<file path="config.mk">
export PLATFORM = sky130hd
export DESIGN_NAME = lcs_back
export DESIGN_NICKNAME = d
export VERILOG_FILES = /design/src/design/lcs_pkg.sv /design/src/design/lcs_back.sv
export SDC_FILE = /design/constraint.sdc
export NUM_CORES = 1
export LEC_CHECK = 0
export ABC_CLOCK_PERIOD_IN_PS = 8820
export BUFFER_PORTS_ARGS = -buffer_cell sky130_fd_sc_hd__clkbuf_2
export CORE_MARGIN = 2
export CORE_UTILIZATION = 45
export DETAILED_ROUTE_END_ITERATION = 6
export GPL_TIMING_DRIVEN = 0
export PLACE_DENSITY = 0.63
export SYNTH_ARGS = -nofsm -noshare
export SYNTH_HDL_FRONTEND = slang
export SYNTH_SLANG_ARGS = --single-unit
</file>
<file path="constraint.sdc">
create_clock -name aclk -period 8.82 [get_ports aclk]
set_clock_uncertainty 0.1 [all_clocks]
set_input_delay 1.323 -clock aclk [delete_from_list [all_inputs] [get_ports aclk]]
set_output_delay 1.323 -clock aclk [all_outputs]
set_load 0.01 [all_outputs]
</file>
<file path="src/design/lcs_pkg.sv">
// shared constants and types of the linear contrast stretch block
`default_nettype none

package lcs_pkg;

    // image store geometry
    localparam int MAX_PIXELS = 4096;
    localparam int IDX_W      = $clog2(MAX_PIXELS);
    localparam int CNT_W      = IDX_W + 1;

    // field widths
    localparam int PIX_W      = 8;
    localparam int RIDX_W     = 12;
    localparam int S_DATA_W   = 24;
    localparam int M_DATA_W   = 8;

    // grey value limits
    localparam logic [PIX_W-1:0] PIX_MIN = 8'h00;
    localparam logic [PIX_W-1:0] PIX_MAX = 8'hFF;

    // request kinds on s_tuser
    localparam logic REQ_LOAD = 1'b0;
    localparam logic REQ_READ = 1'b1;

    // status codes on m_tuser
    localparam logic STATUS_OK  = 1'b0;
    localparam logic STATUS_ERR = 1'b1;

    // queue between front and back
    localparam int Q_DEPTH = 2;
    localparam int Q_PTR_W = $clog2(Q_DEPTH);
    localparam int Q_CNT_W = $clog2(Q_DEPTH + 1);

    // divider: numerator 2*(p-lo)*255 + d, quotient fits in a pixel
    localparam int NUM_W     = 18;
    localparam int DIV_STEPS = PIX_W;
    localparam int STEP_W    = $clog2(DIV_STEPS);

    // one classified read waiting for the back end
    typedef struct packed {
        logic             err;
        logic [PIX_W-1:0] pix;
        logic [PIX_W-1:0] lo;
        logic [PIX_W-1:0] hi;
    } entry_t;

    // queue status seen by both sides
    typedef struct packed {
        logic can_push;
        logic has_data;
    } qstat_t;

endpackage

`default_nettype wire

</file>
<file path="src/design/lcs_back.sv">
// back end: stretches one pixel at a time, dividing bit-serially where needed, and drives the result word
`default_nettype none

module lcs_back (
    input  logic                          aclk,
    input  logic                          aresetn,
    input  lcs_pkg::qstat_t               qstat,
    input  lcs_pkg::entry_t               pop_entry,
    output logic                          pop,
    output logic                          m_tvalid,
    input  logic                          m_tready,
    output logic [lcs_pkg::M_DATA_W-1:0]  m_tdata,
    output logic                          m_tuser
);
    import lcs_pkg::*;

    typedef enum logic [2:0] {
        ST_IDLE = 3'b001,
        ST_DIV  = 3'b010,
        ST_DONE = 3'b100
    } state_t;

    state_t              state_reg, state_next;
    logic [NUM_W-1:0]    rem_reg, rem_next;
    logic [NUM_W-1:0]    dsh_reg, dsh_next;
    logic [PIX_W-1:0]    quo_reg, quo_next;
    logic [STEP_W-1:0]   step_reg, step_next;
    logic [PIX_W-1:0]    res_reg, res_next;
    logic                res_err_reg, res_err_next;
    logic                out_valid_reg, out_valid_next;
    logic [M_DATA_W-1:0] out_data_reg, out_data_next;
    logic                out_user_reg, out_user_next;

    logic               out_free, fits;
    logic [PIX_W-1:0]   d, diff;
    logic [2*PIX_W-1:0] num;
    logic [PIX_W-1:0]   quo_step;

    assign pop      = (state_reg == ST_IDLE) && qstat.has_data;
    assign out_free = !out_valid_reg || m_tready;
    assign m_tvalid = out_valid_reg;
    assign m_tdata  = out_data_reg;
    assign m_tuser  = out_user_reg;

    // setup arithmetic and one divider step
    always_comb begin
        d        = pop_entry.hi - pop_entry.lo;
        diff     = pop_entry.pix - pop_entry.lo;
        num      = diff * PIX_MAX;
        fits     = (rem_reg >= dsh_reg);
        quo_step = {quo_reg[PIX_W-2:0], fits};
    end

    // sequencer
    always_comb begin
        state_next     = state_reg;
        rem_next       = rem_reg;
        dsh_next       = dsh_reg;
        quo_next       = quo_reg;
        step_next      = step_reg;
        res_next       = res_reg;
        res_err_next   = res_err_reg;
        out_valid_next = out_valid_reg;
        out_data_next  = out_data_reg;
        out_user_next  = out_user_reg;
        if (out_valid_reg && m_tready) begin
            out_valid_next = 1'b0;
        end
        case (state_reg)
            ST_IDLE: begin
                if (pop) begin
                    res_err_next = STATUS_OK;
                    state_next   = ST_DONE;
                    if (pop_entry.err) begin
                        res_next     = PIX_MIN;
                        res_err_next = STATUS_ERR;
                    end else if (pop_entry.hi <= pop_entry.lo) begin
                        res_next = pop_entry.pix;
                    end else if (pop_entry.pix <= pop_entry.lo) begin
                        res_next = PIX_MIN;
                    end else if (pop_entry.pix >= pop_entry.hi) begin
                        res_next = PIX_MAX;
                    end else begin
                        // numerator 2*num + d over divisor 2*d, aligned to the top quotient bit
                        rem_next   = {1'b0, num, 1'b0} + NUM_W'(d);
                        dsh_next   = NUM_W'({d, 1'b0}) << (DIV_STEPS - 1);
                        quo_next   = '0;
                        step_next  = '0;
                        state_next = ST_DIV;
                    end
                end
            end
            ST_DIV: begin
                if (fits) begin
                    rem_next = rem_reg - dsh_reg;
                end
                dsh_next  = dsh_reg >> 1;
                quo_next  = quo_step;
                step_next = step_reg + STEP_W'(1);
                if (step_reg == STEP_W'(DIV_STEPS - 1)) begin
                    res_next   = quo_step;
                    state_next = ST_DONE;
                end
            end
            ST_DONE: begin
                if (out_free) begin
                    out_valid_next = 1'b1;
                    out_data_next  = M_DATA_W'(res_reg);
                    out_user_next  = res_err_reg;
                    state_next     = ST_IDLE;
                end
            end
            default: begin
                state_next = ST_IDLE;
            end
        endcase
    end

    // control registers
    always_ff @(posedge aclk) begin
        if (!aresetn) begin
            state_reg     <= ST_IDLE;
            step_reg      <= '0;
            out_valid_reg <= 1'b0;
        end else begin
            state_reg     <= state_next;
            step_reg      <= step_next;
            out_valid_reg <= out_valid_next;
        end
    end

    // datapath registers
    always_ff @(posedge aclk) begin
        rem_reg      <= rem_next;
        dsh_reg      <= dsh_next;
        quo_reg      <= quo_next;
        res_reg      <= res_next;
        res_err_reg  <= res_err_next;
        out_data_reg <= out_data_next;
        out_user_reg <= out_user_next;
    end

endmodule

`default_nettype wire

</file>
==> results.txt <==
CP max FO: 8
Post-synth top area share: 27.3%
Crit Path Class: input port to register
Slowest CP cell: o311ai_1
First-pass GRT wire length: 23.6 mm
Drt first pass iters: 5
Detail Route Antenna Nets: 0
GRT Util Overall: 19.6%
I/O pin count: 41
Multi-input gate area: 4170 µm²
Post-DP HPWL: 12.0 mm
Clock transition at path regs: 0.05 ns
CP Launch Type: input port
Most numerous cell in the Yosys netlist: inv_1
Diode count: 0
Cell mode on critical path: inv_1
Library cells used by synthesis: 61
Slew headroom: 25.3%
Hold slack: 0.317 ns
Die Width: 124 µm
Initial DRC count: 322
CP Capture Type: register
Die area: 15400 µm²
Fill count: 1320
Initial antenna violation count: 0
RSZ-0062 raised after global routing: false
WL per Instance: 15.7 µm
H-tree depth: 3
Fin crit share: 87.8%
Routed vias/inst: 5.49
Die H: 124 µm
Top cell type by total area after synthesis: edfxtp_1
Largest net degree at the start of global routing: 24
Vias: 5107
Mean Syn Cell Area: 9.36 µm²
Met2 GRT Util: 32.7%
FP Rows: 43
Worst Path Arrival: 7.83 ns
Synth warn: 0
Ys async rst share: 0%
Synthesized area: 6490 µm²
Detailed-route DRC error count: 0
Sequential area share after synthesis: 29.4%
Synth area leaders: edfxtp_1 27%, ha_1 17%, fa_1 7.4%
Max reg flops: 18
Buf/Inv on CP: 6
Post-Route WL: 14.6 mm
Hold-fix buffers, CTS: 0
Layout area overhead: 11.2%
Cells after Synth: 694
Core footprint: 14000 µm²
Slew @ Worst Pin: 1.12 ns
Postcts setup bufs: 0
Setup tns final: 0 ns
CTS root buffer: clkbuf_16
RePlAce Congestion: 0.856
CTS max path bufs: 2
CP delay by family, top: adder cells
Req. time, crit path: 8.91 ns
Met3 usage in global routing: 3.62%
Share of layout cells above drive strength 1: 8.93%
Clock latency at the later pin of the worst-skew pair: 0.34 ns
Register Area: 1910 µm²
Post-synth EDFFs: 59
Dpl cell area: 6930 µm²
Nets: 888
Maximum capacitance violations: 0
Syn Nets: 837
Status: finished, final reports clean
Number of global-route vias before repair: 4923
Max Fclk: 0.129 GHz
Met1 Usage GRT: 25.8%
Port Buffers: 39
CTS sink cnt: 66
CTS Buf Count: 9
Final Cell Area: 7220 µm²
GRT Residual Overflow: 0
CTS resizes: 0
#FFs+latches synth: 66
Top cells by count, synth: 100 x inv_1, 89 x ha_1, 59 x edfxtp_1, 53 x nor2_1, 35 x a21oi_1
Fin crit period: 7.74 ns
Final hold vios: 0
Initial Utilization: 46.4%
Fin worst setup slack: 1.08 ns
Place WS: 0.717 ns
Crit-path max cell delay: 0.62 ns
CTS tree: built
Final setup fails: 0
Max-slew violations: 0
Most Crowded Layer GR: met2
Post-synth top flop: edfxtp_1
Worst Hold Class: register to register
## final cells by class
type / count / area share (%)
multi-input combinational: 517 / 57.7
sequential: 66 / 26.5
inverter: 100 / 5.20
clock buffer: 11 / 3.22
tap: 180 / 3.12
timing repair buffer: 40 / 2.86
clock inverter: 5 / 0.762
buffer: 11 / 0.676
## cell usage in the layout, fill, tap and decap left out, types with 13 or more instances in the layout
cell type	n
nor2_1	53
clkbuf_2	39
xor2_1	19
o21a_1	19
nor2b_1	13
nand2_1	31
inv_1	100
nor3_1	15
a21oi_1	35
ha_1	89
o21ai_0	29
xnor2_1	27
edfxtp_1	59
fa_1	24
a21o_1	17
## stage by stage
stage,util [%],instances
3_3_place_gp,49.4,913
3_5_place_dp,49.6,914
4_1_cts,51.6,930
6_report,51.6,930
5_1_grt,51.6,930
2_1_floorplan,-,694
## per-layer routing
layer / vias up / part of all wire, %
met2: 87 / 49
met1: 2444 / 46
met4: 0 / 1.9
li1: 2554 / -
met5: - / 0
met3: 22 / 3.4
## final timing paths
check	slack, ns	to	depth (start not counted)	from
setup / recovery	1.08	rem_reg[17]$_DFFE_PP_	25	pop_entry[9]
hold / removal	0.32	m_tuser$_DFFE_PP_	0	res_err_reg$_DFFE_PP_
setup reg to reg	5.15	rem_reg[14]$_DFFE_PP_	11	dsh_reg[0]$_SDFFCE_PN0P_
hold reg to reg	0.32	m_tuser$_DFFE_PP_	0	res_err_reg$_DFFE_PP_
## cells by family after synthesis
| group | Yosys count | synth area share (%) |
|---|---|---|
| AND/OR/NAND/NOR | 173 | 13.6 |
| XOR/XNOR | 47 | 6.45 |
| AO/OA/AOI/OAI | 178 | 18.5 |
| buffers and inverters | 111 | 6.53 |
| flip-flops | 66 | 29.4 |
| adder cells (fa/ha/maj) | 114 | 24.7 |
| multiplexers | 5 | 0.771 |
Power is left out: the tool's default activity adds up to more than one toggle a clock period on the data nets, which glitch-free logic cannot reach.
