**config.mk**
```make
export PLATFORM = sky130hd
export DESIGN_NAME = lcs_queue
export DESIGN_NICKNAME = d
export VERILOG_FILES = /design/src/design/lcs_pkg.sv /design/src/design/lcs_queue.sv
export SDC_FILE = /design/constraint.sdc
export NUM_CORES = 1
export LEC_CHECK = 0
export BUFFER_PORTS_ARGS = -buffer_cell sky130_fd_sc_hd__buf_2
export CAP_MARGIN = 20
export CORE_ASPECT_RATIO = 0.6
export CORE_MARGIN = 2
export CORE_UTILIZATION = 51
export CTS_CLUSTER_SIZE = 12
export DETAILED_ROUTE_END_ITERATION = 16
export PLACE_DENSITY = 0.77
export REMOVE_ABC_BUFFERS = 1
export SETUP_SLACK_MARGIN = 0.02
export SYNTH_ARGS = -nofsm -noshare
export SYNTH_HDL_FRONTEND = slang
export SYNTH_SLANG_ARGS = --single-unit
```
**constraint.sdc**
```tcl
create_clock -name aclk -period 2.6 [get_ports aclk]
set_clock_uncertainty 0.1 [all_clocks]
set_input_delay 0.26 -clock aclk [delete_from_list [all_inputs] [get_ports aclk]]
set_output_delay 0.26 -clock aclk [all_outputs]
set_load 0.01 [all_outputs]
```
**src/design/lcs_pkg.sv**
```systemverilog
// shared constants and types of the linear contrast stretch block
`default_nettype none

package lcs_pkg;

    // image store geometry
    localparam int MAX_PIXELS = 4096;
    localparam int IDX_W      = $clog2(MAX_PIXELS);
    localparam int CNT_W      = IDX_W + 1;

    // field widths
    localparam int PIX_W      = 8;
    localparam int RIDX_W     = 12;
    localparam int S_DATA_W   = 24;
    localparam int M_DATA_W   = 8;

    // grey value limits
    localparam logic [PIX_W-1:0] PIX_MIN = 8'h00;
    localparam logic [PIX_W-1:0] PIX_MAX = 8'hFF;

    // request kinds on s_tuser
    localparam logic REQ_LOAD = 1'b0;
    localparam logic REQ_READ = 1'b1;

    // status codes on m_tuser
    localparam logic STATUS_OK  = 1'b0;
    localparam logic STATUS_ERR = 1'b1;

    // queue between front and back
    localparam int Q_DEPTH = 2;
    localparam int Q_PTR_W = $clog2(Q_DEPTH);
    localparam int Q_CNT_W = $clog2(Q_DEPTH + 1);

    // divider: numerator 2*(p-lo)*255 + d, quotient fits in a pixel
    localparam int NUM_W     = 18;
    localparam int DIV_STEPS = PIX_W;
    localparam int STEP_W    = $clog2(DIV_STEPS);

    // one classified read waiting for the back end
    typedef struct packed {
        logic             err;
        logic [PIX_W-1:0] pix;
        logic [PIX_W-1:0] lo;
        logic [PIX_W-1:0] hi;
    } entry_t;

    // queue status seen by both sides
    typedef struct packed {
        logic can_push;
        logic has_data;
    } qstat_t;

endpackage

`default_nettype wire

```
**src/design/lcs_queue.sv**
```systemverilog
// short fifo of classified reads between front and back
`default_nettype none

module lcs_queue (
    input  logic            aclk,
    input  logic            aresetn,
    input  logic            push,
    input  lcs_pkg::entry_t push_entry,
    input  logic            pop,
    output lcs_pkg::entry_t pop_entry,
    output lcs_pkg::qstat_t qstat
);
    import lcs_pkg::*;

    entry_t             slot_reg [Q_DEPTH];
    logic [Q_PTR_W-1:0] wr_ptr_reg, wr_ptr_next;
    logic [Q_PTR_W-1:0] rd_ptr_reg, rd_ptr_next;
    logic [Q_CNT_W-1:0] cnt_reg, cnt_next;

    // status and head entry
    assign qstat.can_push = (cnt_reg != Q_CNT_W'(Q_DEPTH));
    assign qstat.has_data = (cnt_reg != '0);
    assign pop_entry      = slot_reg[rd_ptr_reg];

    // pointer and fill update
    always_comb begin
        wr_ptr_next = wr_ptr_reg;
        rd_ptr_next = rd_ptr_reg;
        cnt_next    = cnt_reg;
        if (push) begin
            wr_ptr_next = (wr_ptr_reg == Q_PTR_W'(Q_DEPTH - 1)) ? '0
                                                                : wr_ptr_reg + Q_PTR_W'(1);
        end
        if (pop) begin
            rd_ptr_next = (rd_ptr_reg == Q_PTR_W'(Q_DEPTH - 1)) ? '0
                                                                : rd_ptr_reg + Q_PTR_W'(1);
        end
        if (push && !pop) begin
            cnt_next = cnt_reg + Q_CNT_W'(1);
        end else if (pop && !push) begin
            cnt_next = cnt_reg - Q_CNT_W'(1);
        end
    end

    // control registers
    always_ff @(posedge aclk) begin
        if (!aresetn) begin
            wr_ptr_reg <= '0;
            rd_ptr_reg <= '0;
            cnt_reg    <= '0;
        end else begin
            wr_ptr_reg <= wr_ptr_next;
            rd_ptr_reg <= rd_ptr_next;
            cnt_reg    <= cnt_next;
        end
    end

    // slot storage
    always_ff @(posedge aclk) begin
        if (push) begin
            slot_reg[wr_ptr_reg] <= push_entry;
        end
    end

endmodule

`default_nettype wire

```
==> impl_metrics.env, run 1 <==
export IMPL_outcome="completed"
export IMPL_end_kind="primary output"
export IMPL_postCtsSetupRepairBufs=0
export IMPL_power_leakage_nw=0.958
export IMPL_multi_input_area_um2=399
export IMPL_port_buffers=55
export IMPL_drt_total_wl_um=3210
export IMPL_timing_worst_slew_pin_value_ns=0.522
export IMPL_critPathLaunchType="flip-flop"
export IMPL_die_area_mm2=0.00452
export IMPL_path_clk_slew_ns=0.09
export IMPL_crit_cells=3
export IMPL_netlist_top_cell_by_area="sky130_fd_sc_hd__edfxtp_1"
export IMPL_fin_area_mm2=0.00248
export IMPL_worst_hold_path_type="primary input to flip-flop"
export IMPL_yosys_area_share_xor_xnor=0.0129
export IMPL_cts_repair_resizes=0
export IMPL_cap_viol_max_count=0
export IMPL_place_area_mm2=0.00237
export IMPL_synthesized_instance_count=100
export IMPL_final_hold_worst_slack_ns=0.0484
export IMPL_vias_in_the_first_global_route=1043
export IMPL_cts_buffers=5
export IMPL_later_pin_clock_latency_in_the_skew_report_ns=0.29
export IMPL_largest_family_of_logic_cells_by_synthesized_area="multiplexers"
export IMPL_area_sequential_mm2=0.00160
export IMPL_cts_tree="done"
export IMPL_arrival_ns=1.64
export IMPL_ios=56
export IMPL_largest_register_ff_count=50
export IMPL_synth_mux_area_frac=0.139
export IMPL_clock_sinks=55
export IMPL_synth_area_top_cells="sky130_fd_sc_hd__edfxtp_1 (74%), sky130_fd_sc_hd__mux2_1 (14%), sky130_fd_sc_hd__dfxtp_1 (4.9%)"
export IMPL_initial_antenna_violation_count=0
export IMPL_setup_worst_path_class="flip-flop to primary output"
export IMPL_post_synth_fa_ha_maj_area_fraction=0.00617
export IMPL_final_hold_violation_count=0
export IMPL_hold_buffer_count_at_cts=0
export IMPL_setup_viol=0
export IMPL_placeableCoreArea_mm2=0.00374
export IMPL_globalRouteOverflowTotal=0
export IMPL_min_path_cells=1
export IMPL_die_height_um=52.9
export IMPL_die_w_um=85.4
export IMPL_synth_yosys_seq_area_share=0.789
export IMPL_fraction_of_the_mapped_netlist_area_in_compound_gates=0.00986
export IMPL_slew_violations=0
export IMPL_final_wtd_congestion=0.719
export IMPL_detail_route_wl_per_cell_um=15.2
export IMPL_synth_simple_gate_area_share=0.0277
export IMPL_worst_path_dominant_cell_family="flip-flops"
export IMPL_cell_pwr_density_mw_per_mm2=710
export IMPL_placementRows=17
export IMPL_layout_worst_path_cycle_share=0.771
export IMPL_dp_worst_setup_slack_ns=0.905
export IMPL_clock_tree_htree_level_count=2
export IMPL_setup_tns_final_ns=0
export IMPL_worst_ep_required_time_ns=2.24
export IMPL_layout_min_cycle_time_ns=2.00
export IMPL_drtAntennaViolNets=0
export IMPL_route_vias_total=1043
export IMPL_syn_area_per_cell_um2=20.3
export IMPL_critical_path_peak_fanout=19
export IMPL_timing_critical_path_cells="buf_4 -> mux2_1 -> buf_2"
export IMPL_grt_first_pass_wirelength_um=4770
export IMPL_drt_pre_antenna_iters=4
export IMPL_ctsLongestPathBuffers=2
export IMPL_post_synthesis_register_bit_count=55
export IMPL_critical_path_buf_inv_count=2
export IMPL_synthDistinctLibCells=17
export IMPL_final_net_count=193
export IMPL_syn_area_mm2=0.00203
export IMPL_grt_use_total=0.148
export IMPL_layout_cells_most_common="sky130_fd_sc_hd__buf_2"
export IMPL_layout_filler_cells=278
export IMPL_rsz_0062_raised_after_global_routing="false"
export IMPL_post_drt_via_cell_ratio=4.94
export IMPL_timing_critical_path_slowest_cell_delay_ns=0.49
export IMPL_drc=0
export IMPL_place_detailed_hpwl_um=2290
export IMPL_setup_slack_ns=0.595
export IMPL_critPathSlowestCell="sky130_fd_sc_hd__dfxtp_1"
export IMPL_timing_reg2reg_worst_path_depth=2
export IMPL_largest_vdd_supply_drop_v=0.000481
export IMPL_fraction_of_final_layout_cells_with_drive_strength_greater_than_1=0.409
export IMPL_antenna_cells_inserted=0
export IMPL_grt_max_degree=20
export IMPL_initial_core_util=0.542
export IMPL_layout_cells_most_common_list="sky130_fd_sc_hd__buf_2 (55), sky130_fd_sc_hd__edfxtp_1 (50), sky130_fd_sc_hd__mux2_1 (25)"
export IMPL_first_iter_violations=43
export IMPL_synthDominantCellAreaShare=0.740
export IMPL_max_frequency_mhz=499
export IMPL_finalPower_mw=1.76
export IMPL_layout_area_overhead_vs_synth_pct=22.0
export IMPL_clk_root_buffer_cell="sky130_fd_sc_hd__clkbuf_8"
export IMPL_slew_limit_headroom=0.652
export IMPL_yosys_warnings=0
## worst paths after layout
| path | from | endpoint | slack [ns] |
|---|---|---|---|
| hold / removal | push_entry[9] | slot_reg[1][9]$_DFFE_PP_ | 0.05 |
| setup / recovery | flip-flop | pop_entry[0] | 0.60 |
| setup reg to reg | wr_ptr_reg$_SDFFE_PN0P_ | slot_reg[1][9]$_DFFE_PP_ | 1.03 |
| hold reg to reg | cnt_reg[1]$_SDFFE_PN0P_ | cnt_reg[1]$_SDFFE_PN0P_ | 0.44 |
## area by class of cell
type	instances	share of cell area
inverter	1	0.00152
tap	47	0.0237
clock inverter	3	0.0157
timing repair buffer	59	0.123
multi-input combinational	41	0.161
sequential	55	0.647
clock buffer	5	0.0278
## layer usage
| metal | vias up | wire length [um] | track usage |
|---|---|---|---|
| li1 | 506 | - | - |
| met1 | 487 | 1380 | 0.168 |
| met2 | 44 | 1550 | 0.257 |
| met3 | 6 | 236 | 0.0562 |
| met4 | 0 | 44 | 0.0635 |
| met5 | - | 0 | 0 |
## Yosys cell counts
cell type and number:
sky130_fd_sc_hd__inv_1 1, sky130_fd_sc_hd__dfxtp_1 5, sky130_fd_sc_hd__or2_1 1, sky130_fd_sc_hd__edfxtp_1 50
sky130_fd_sc_hd__nor2b_1 2, sky130_fd_sc_hd__or3_1 1, sky130_fd_sc_hd__buf_6 2, sky130_fd_sc_hd__o21ai_0 1
sky130_fd_sc_hd__o21a_1 1, sky130_fd_sc_hd__nand2b_1 1, sky130_fd_sc_hd__xor2_1 2, sky130_fd_sc_hd__buf_2 1
sky130_fd_sc_hd__mux2_1 25, sky130_fd_sc_hd__and2_1 4, sky130_fd_sc_hd__ha_1 1, sky130_fd_sc_hd__a21boi_1 1
sky130_fd_sc_hd__xnor2_1 1
## cell families after synthesis
group | after synthesis
buf+inv | 4
simple gates | 9
compound gates | 3
xor+xnor | 3
fa+ha+maj | 1
mux | 25
flops | 55
## power by group
part	internal (mW)	switching (mW)
Sequential	1.02	0.0176
Clock	0.282	0.245
Combinational	0.0938	0.103
Total	1.39	0.365
## through the flow
step	util	instances
finish	0.661	211
global route	0.661	211
CTS	0.661	211
detailed placement	0.633	203
global placement	0.633	203
floorplan	-	97
Power figures use the tool's default switching activity.
==> run 2: changes to the inputs <==
- clock period: 2.6 -> 1.9 ns (I/O delays scaled with it)
==> run 2 against run 1 <==
Critical path depth did not move. Hold slack improved by 0.00082 ns. Final area rose by 10%. Critical path type unchanged. Register-to-register slack got worse by 0.31 ns. First-iteration DRC count fell by 30%. Via count rose by 7.1%. Setup slack got worse by 0.43 ns. Largest power group unchanged. Highest routed layer unchanged. Non-clock buffer count rose by 26. Global-route usage rose by 1.3 points. Sequential share of layout area fell by 6.1 points. Routed wire length rose by 4.0%.
==> impl_metrics.env, run 2 (same netlist as run 1, synthesis figures left out) <==
export IMPL_outcome="completed"
export IMPL_worst_hold_path_type="primary input to flip-flop"
export IMPL_initial_core_util=0.542
export IMPL_cts_buffers=5
export IMPL_critical_path_peak_fanout=11
export IMPL_drt_pre_antenna_iters=3
export IMPL_netSwitchingPower_uw=509
export IMPL_worst_ep_required_time_ns=1.61
export IMPL_route_vias_total=1117
export IMPL_layout_cells_most_common_list="sky130_fd_sc_hd__buf_2 (55), sky130_fd_sc_hd__edfxtp_1 (50), sky130_fd_sc_hd__mux2_1 (25), sky130_fd_sc_hd__dlygate4sd3_1 (25)"
export IMPL_final_wtd_congestion=0.724
export IMPL_ctsLongestPathBuffers=2
export IMPL_power_share_sequential=0.578
export IMPL_end_kind="primary output"
export IMPL_ios=56
export IMPL_critPathSlowestCell="sky130_fd_sc_hd__dfxtp_2"
export IMPL_cap_viol_max_count=0
export IMPL_cts_tree="done"
export IMPL_max_frequency_mhz=575
export IMPL_worst_path_dominant_cell_family="flip-flops"
export IMPL_rsz_0062_raised_after_global_routing="false"
export IMPL_path_clk_slew_ns=0.09
export IMPL_slew_limit_headroom=0.772
export IMPL_timing_critical_path_slowest_cell_delay_ns=0.42
export IMPL_clk_root_buffer_cell="sky130_fd_sc_hd__clkbuf_8"
export IMPL_drtAntennaViolNets=0
export IMPL_layout_area_overhead_vs_synth_pct=34.8
export IMPL_grt_use_total=0.161
export IMPL_arrival_ns=1.45
export IMPL_timing_worst_slew_pin_value_ns=0.342
export IMPL_die_w_um=85.4
export IMPL_final_net_count=219
export IMPL_grt_max_degree=27
export IMPL_layout_filler_cells=228
export IMPL_port_buffers=55
export IMPL_finalPower_mw=2.45
export IMPL_largest_register_ff_count=50
export IMPL_setup_viol=0
export IMPL_area_sequential_mm2=0.00160
export IMPL_power_frac_clock=0.295
export IMPL_place_detailed_hpwl_um=2130
export IMPL_first_iter_violations=30
export IMPL_die_height_um=52.9
export IMPL_internal_power_mw=1.94
export IMPL_layout_worst_path_cycle_share=0.915
export IMPL_setup_worst_path_class="flip-flop to primary output"
export IMPL_drc=0
export IMPL_die_area_mm2=0.00452
export IMPL_layout_cells_most_common="sky130_fd_sc_hd__buf_2"
export IMPL_clock_sinks=55
export IMPL_cell_pwr_density_mw_per_mm2=896
export IMPL_largest_vdd_supply_drop_v=0.000557
export IMPL_postCtsSetupRepairBufs=0
export IMPL_place_area_mm2=0.00238
export IMPL_fraction_of_power_consumed_by_combinational_cells=0.127
export IMPL_multi_input_area_um2=399
export IMPL_switching_share=0.208
export IMPL_slew_violations=0
export IMPL_antenna_cells_inserted=0
export IMPL_placementRows=17
export IMPL_critPathLaunchType="flip-flop"
export IMPL_layout_min_cycle_time_ns=1.74
export IMPL_initial_antenna_violation_count=0
export IMPL_drt_total_wl_um=3340
export IMPL_fraction_of_final_layout_cells_with_drive_strength_greater_than_1=0.363
export IMPL_later_pin_clock_latency_in_the_skew_report_ns=0.29
export IMPL_vias_in_the_first_global_route=1176
export IMPL_final_hold_violation_count=0
export IMPL_post_drt_via_cell_ratio=4.71
export IMPL_timing_critical_path_cells="buf_4 -> mux2_1 -> buf_2"
export IMPL_fin_area_mm2=0.00274
export IMPL_clock_tree_htree_level_count=2
export IMPL_grt_first_pass_wirelength_um=5290
export IMPL_placeableCoreArea_mm2=0.00374
export IMPL_critical_path_buf_inv_count=2
export IMPL_globalRouteOverflowTotal=0
export IMPL_power_leakage_nw=1.07
export IMPL_detail_route_wl_per_cell_um=14.1
[run 2: power groups by stage]
stage	combinational [mW]	sequential (mW)	clock, mW
floorplan	0.135	1.45	0
global placement	0.264	1.44	0
detailed placement	0.271	1.44	0
CTS	0.312	1.42	0.738
global route	0.340	1.42	0.791
finish	0.310	1.42	0.724
[run 2: final cells by class]
class,instances,area share
clock buffers,5,0.0252
clock inverters,3,0.0142
flip-flops and latches,55,0.586
inverters,1,0.00137
repair buffers,85,0.206
well taps,47,0.0215
multi-input cells,41,0.146
[run 2: timing repair]
item	in CTS	in global routing
setup endpoints to repair	1	0
hold buffers	25	0
hold endpoints to repair	50	0
gates resized for setup	1	0
[run 2: worst paths after layout]
kind / slack [ns] / startpoint / cells past startpoint / end
min: 0.05 / aresetn / 2 / wr_ptr_reg$_SDFFE_PN0P_
min reg2reg: 0.42 / cnt_reg[1]$_SDFFE_PN0P_ / 2 / cnt_reg[1]$_SDFFE_PN0P_
max reg2reg: 0.72 / wr_ptr_reg$_SDFFE_PN0P_ / 2 / slot_reg[0][21]$_DFFE_PP_
max: 0.16 / flip-flop / 3 / pop_entry[0]
[run 2: routing by layer]
layer | routed length (um) | share of wire | up-vias | global-route usage
li1 | - | - | 555 | -
met1 | 1500 | 0.45 | 524 | 0.187
met2 | 1650 | 0.49 | 36 | 0.292
met3 | 181 | 0.054 | 2 | 0.0530
met4 | 4 | 0.0012 | 0 | 0.0450
met5 | 0 | 0 | - | 0
[run 2: through the flow]
step,hold WS (ns),instances,setup TNS (ns),worst slack (ns),utilization
global route,0.0404,237,0,0.0711,0.731
floorplan,0.189,97,-2.05,-0.0820,-
finish,0.0493,237,0,0.162,0.731
detailed placement,0.281,204,0,0.360,0.635
global placement,0.277,204,0,0.391,0.635
CTS,0.0293,237,0,0.135,0.731
==> run 3: changes to the inputs <==
- CELL_PAD_IN_SITES_DETAIL_PLACEMENT: not set -> 1
- CELL_PAD_IN_SITES_GLOBAL_PLACEMENT: not set -> 2
- CORE_UTILIZATION: 51 -> 36
- PLACE_DENSITY: 0.77 -> 0.76
==> run 3 against run 2 <==
First-iteration DRC count shrank 23%. Sequential share of layout area fell by 0.76 points. Hold slack better by 0.011 ns. Setup slack better by 0.058 ns. Critical endpoint unchanged. Largest power group unchanged.
==> impl_metrics.env, run 3 (same netlist as run 1, synthesis figures left out) <==
export IMPL_clk_root_buffer_cell="sky130_fd_sc_hd__clkbuf_8"
export IMPL_initial_antenna_violation_count=0
export IMPL_cap_viol_max_count=0
export IMPL_route_vias_total=1165
export IMPL_end_kind="primary output"
export IMPL_ctsLongestPathBuffers=2
export IMPL_detail_route_wl_per_cell_um=14.8
export IMPL_cell_pwr_density_mw_per_mm2=890
export IMPL_post_drt_via_cell_ratio=4.52
export IMPL_die_area_mm2=0.00627
export IMPL_layout_filler_cells=562
export IMPL_placementRows=21
export IMPL_drtAntennaViolNets=0
export IMPL_setup_slack_ns=0.219
export IMPL_power_leakage_nw=1.07
export IMPL_outcome="completed"
export IMPL_cts_repair_resizes=0
export IMPL_clock_tree_htree_level_count=2
export IMPL_grt_use_total=0.131
export IMPL_vias_in_the_first_global_route=1279
export IMPL_grt_util_met1=0.163
export IMPL_clock_sinks=55
export IMPL_place_area_mm2=0.00242
export IMPL_postLayoutCoreUtil=0.502
export IMPL_globalRouteOverflowTotal=0
export IMPL_drt_total_wl_um=3810
export IMPL_critPathLaunchType="flip-flop"
export IMPL_largest_vdd_supply_drop_v=0.000373
export IMPL_largest_register_ff_count=50
export IMPL_later_pin_clock_latency_in_the_skew_report_ns=0.29
export IMPL_drt_pre_antenna_iters=2
export IMPL_fraction_of_final_layout_cells_with_drive_strength_greater_than_1=0.354
export IMPL_max_frequency_mhz=595
export IMPL_layout_cells_most_common_list="sky130_fd_sc_hd__buf_2 (55), sky130_fd_sc_hd__edfxtp_1 (50), sky130_fd_sc_hd__mux2_1 (25), sky130_fd_sc_hd__dlygate4sd3_1 (25)"
export IMPL_hp_start="aresetn"
export IMPL_worst_ep_required_time_ns=1.61
export IMPL_worst_hold_path_type="primary input to flip-flop"
export IMPL_rsz_0062_raised_after_global_routing="false"
export IMPL_final_hold_worst_slack_ns=0.0606
export IMPL_grt_first_pass_wirelength_um=6200
export IMPL_final_wtd_congestion=0.751
export IMPL_drc=0
export IMPL_timing_critical_path_slowest_cell_delay_ns=0.37
export IMPL_die_height_um=62.2
export IMPL_rr_startpoint="wr_ptr_reg$_SDFFE_PN0P_"
export IMPL_place_detailed_hpwl_um=2680
export IMPL_slew_limit_headroom=0.696
export IMPL_grt_use_met2=0.220
export IMPL_antenna_cells_inserted=0
export IMPL_critical_path_peak_fanout=14
export IMPL_critPathSlowestCell="sky130_fd_sc_hd__mux2_1"
export IMPL_die_w_um=101
export IMPL_fin_area_mm2=0.00277
export IMPL_timing_worst_slew_pin_value_ns=0.456
export IMPL_placeableCoreArea_mm2=0.00552
export IMPL_slew_violations=0
export IMPL_final_net_count=219
export IMPL_layout_min_cycle_time_ns=1.68
export IMPL_finalPower_mw=2.46
export IMPL_arrival_ns=1.39
export IMPL_setup_worst_path_class="flip-flop to primary output"
export IMPL_initial_core_util=0.368
export IMPL_layout_area_overhead_vs_synth_pct=36.4
export IMPL_ios=56
export IMPL_timing_critical_path_cells="buf_4 -> mux2_1 -> buf_2"
export IMPL_dp_worst_setup_slack_ns=0.505
export IMPL_first_iter_violations=23
export IMPL_final_hold_violation_count=0
export IMPL_grt_max_degree=19
export IMPL_setup_viol=0
export IMPL_layout_cells_most_common="sky130_fd_sc_hd__buf_2"
export IMPL_port_buffers=55
export IMPL_path_clk_slew_ns=0.09
export IMPL_layout_worst_path_cycle_share=0.885
export IMPL_cts_buffers=5
export IMPL_cts_tree="done"
export IMPL_grt_met3_usage=0.0428
export IMPL_grt_busiest_layer="met2"
## run 3: changes by cell type in the layout (fill, tap and decap cells not counted)
cell | previous run | this run
sky130_fd_sc_hd__buf_12 | 0 | 1
sky130_fd_sc_hd__buf_4 | 5 | 4
sky130_fd_sc_hd__clkbuf_1 | 0 | 1
sky130_fd_sc_hd__clkinv_1 | 1 | 0
sky130_fd_sc_hd__clkinv_2 | 1 | 0
sky130_fd_sc_hd__dfxtp_1 | 4 | 5
sky130_fd_sc_hd__dfxtp_2 | 1 | 0
## run 3: critical path, delay by kind of cell (launching register included)
family                 cells  cell delay, ns
multiplexers               1            0.37
buffers and inverters      2            0.38
flip-flops                 1            0.34
## run 3: what timing repair did
action	in CTS	in global routing
setup endpoints to repair	0	0
hold endpoints to repair	50	0
hold buffers	25	0
setup buffers	0	0
## run 3: final cells by class
type | count | area [um2] | area share
sequential | 55 | 1600 | 0.578
inverter | 1 | 3.75 | 0.00136
clock inverter | 1 | 30.0 | 0.0108
multi-input combinational | 41 | 399 | 0.144
clock buffer | 6 | 72.6 | 0.0262
tap | 69 | 86.3 | 0.0312
timing repair buffer | 85 | 576 | 0.208
## run 3: layer usage
metal  vias to the layer above  part of all wire
met2                        39              0.48
met4                         0            0.0060
li1                        555                 -
met3                         2             0.065
met5                         -                 0
met1                       569              0.44
## run 3: where the power goes
group          internal [mW]  switching (mW)  total, mW
Sequential              1.39          0.0209       1.41
Clock                  0.386           0.339      0.726
Combinational          0.167           0.158      0.325
Total                   1.95           0.518       2.46
## run 3: metrics by stage
step,TNS [ns],cells
finish,0,258
global placement,0,226
global route,0,258
CTS,0,258
detailed placement,0,226
floorplan,-2.05,97
## run 3: final timing paths
path / end / slack (ns) / cells past startpoint
worst max-delay path: pop_entry[0] / 0.22 / 3
worst min-delay path: wr_ptr_reg$_SDFFE_PN0P_ / 0.06 / 2
worst max register to register: slot_reg[1][15]$_DFFE_PP_ / 0.50 / 2
worst min register to register: cnt_reg[1]$_SDFFE_PN0P_ / 0.41 / 2
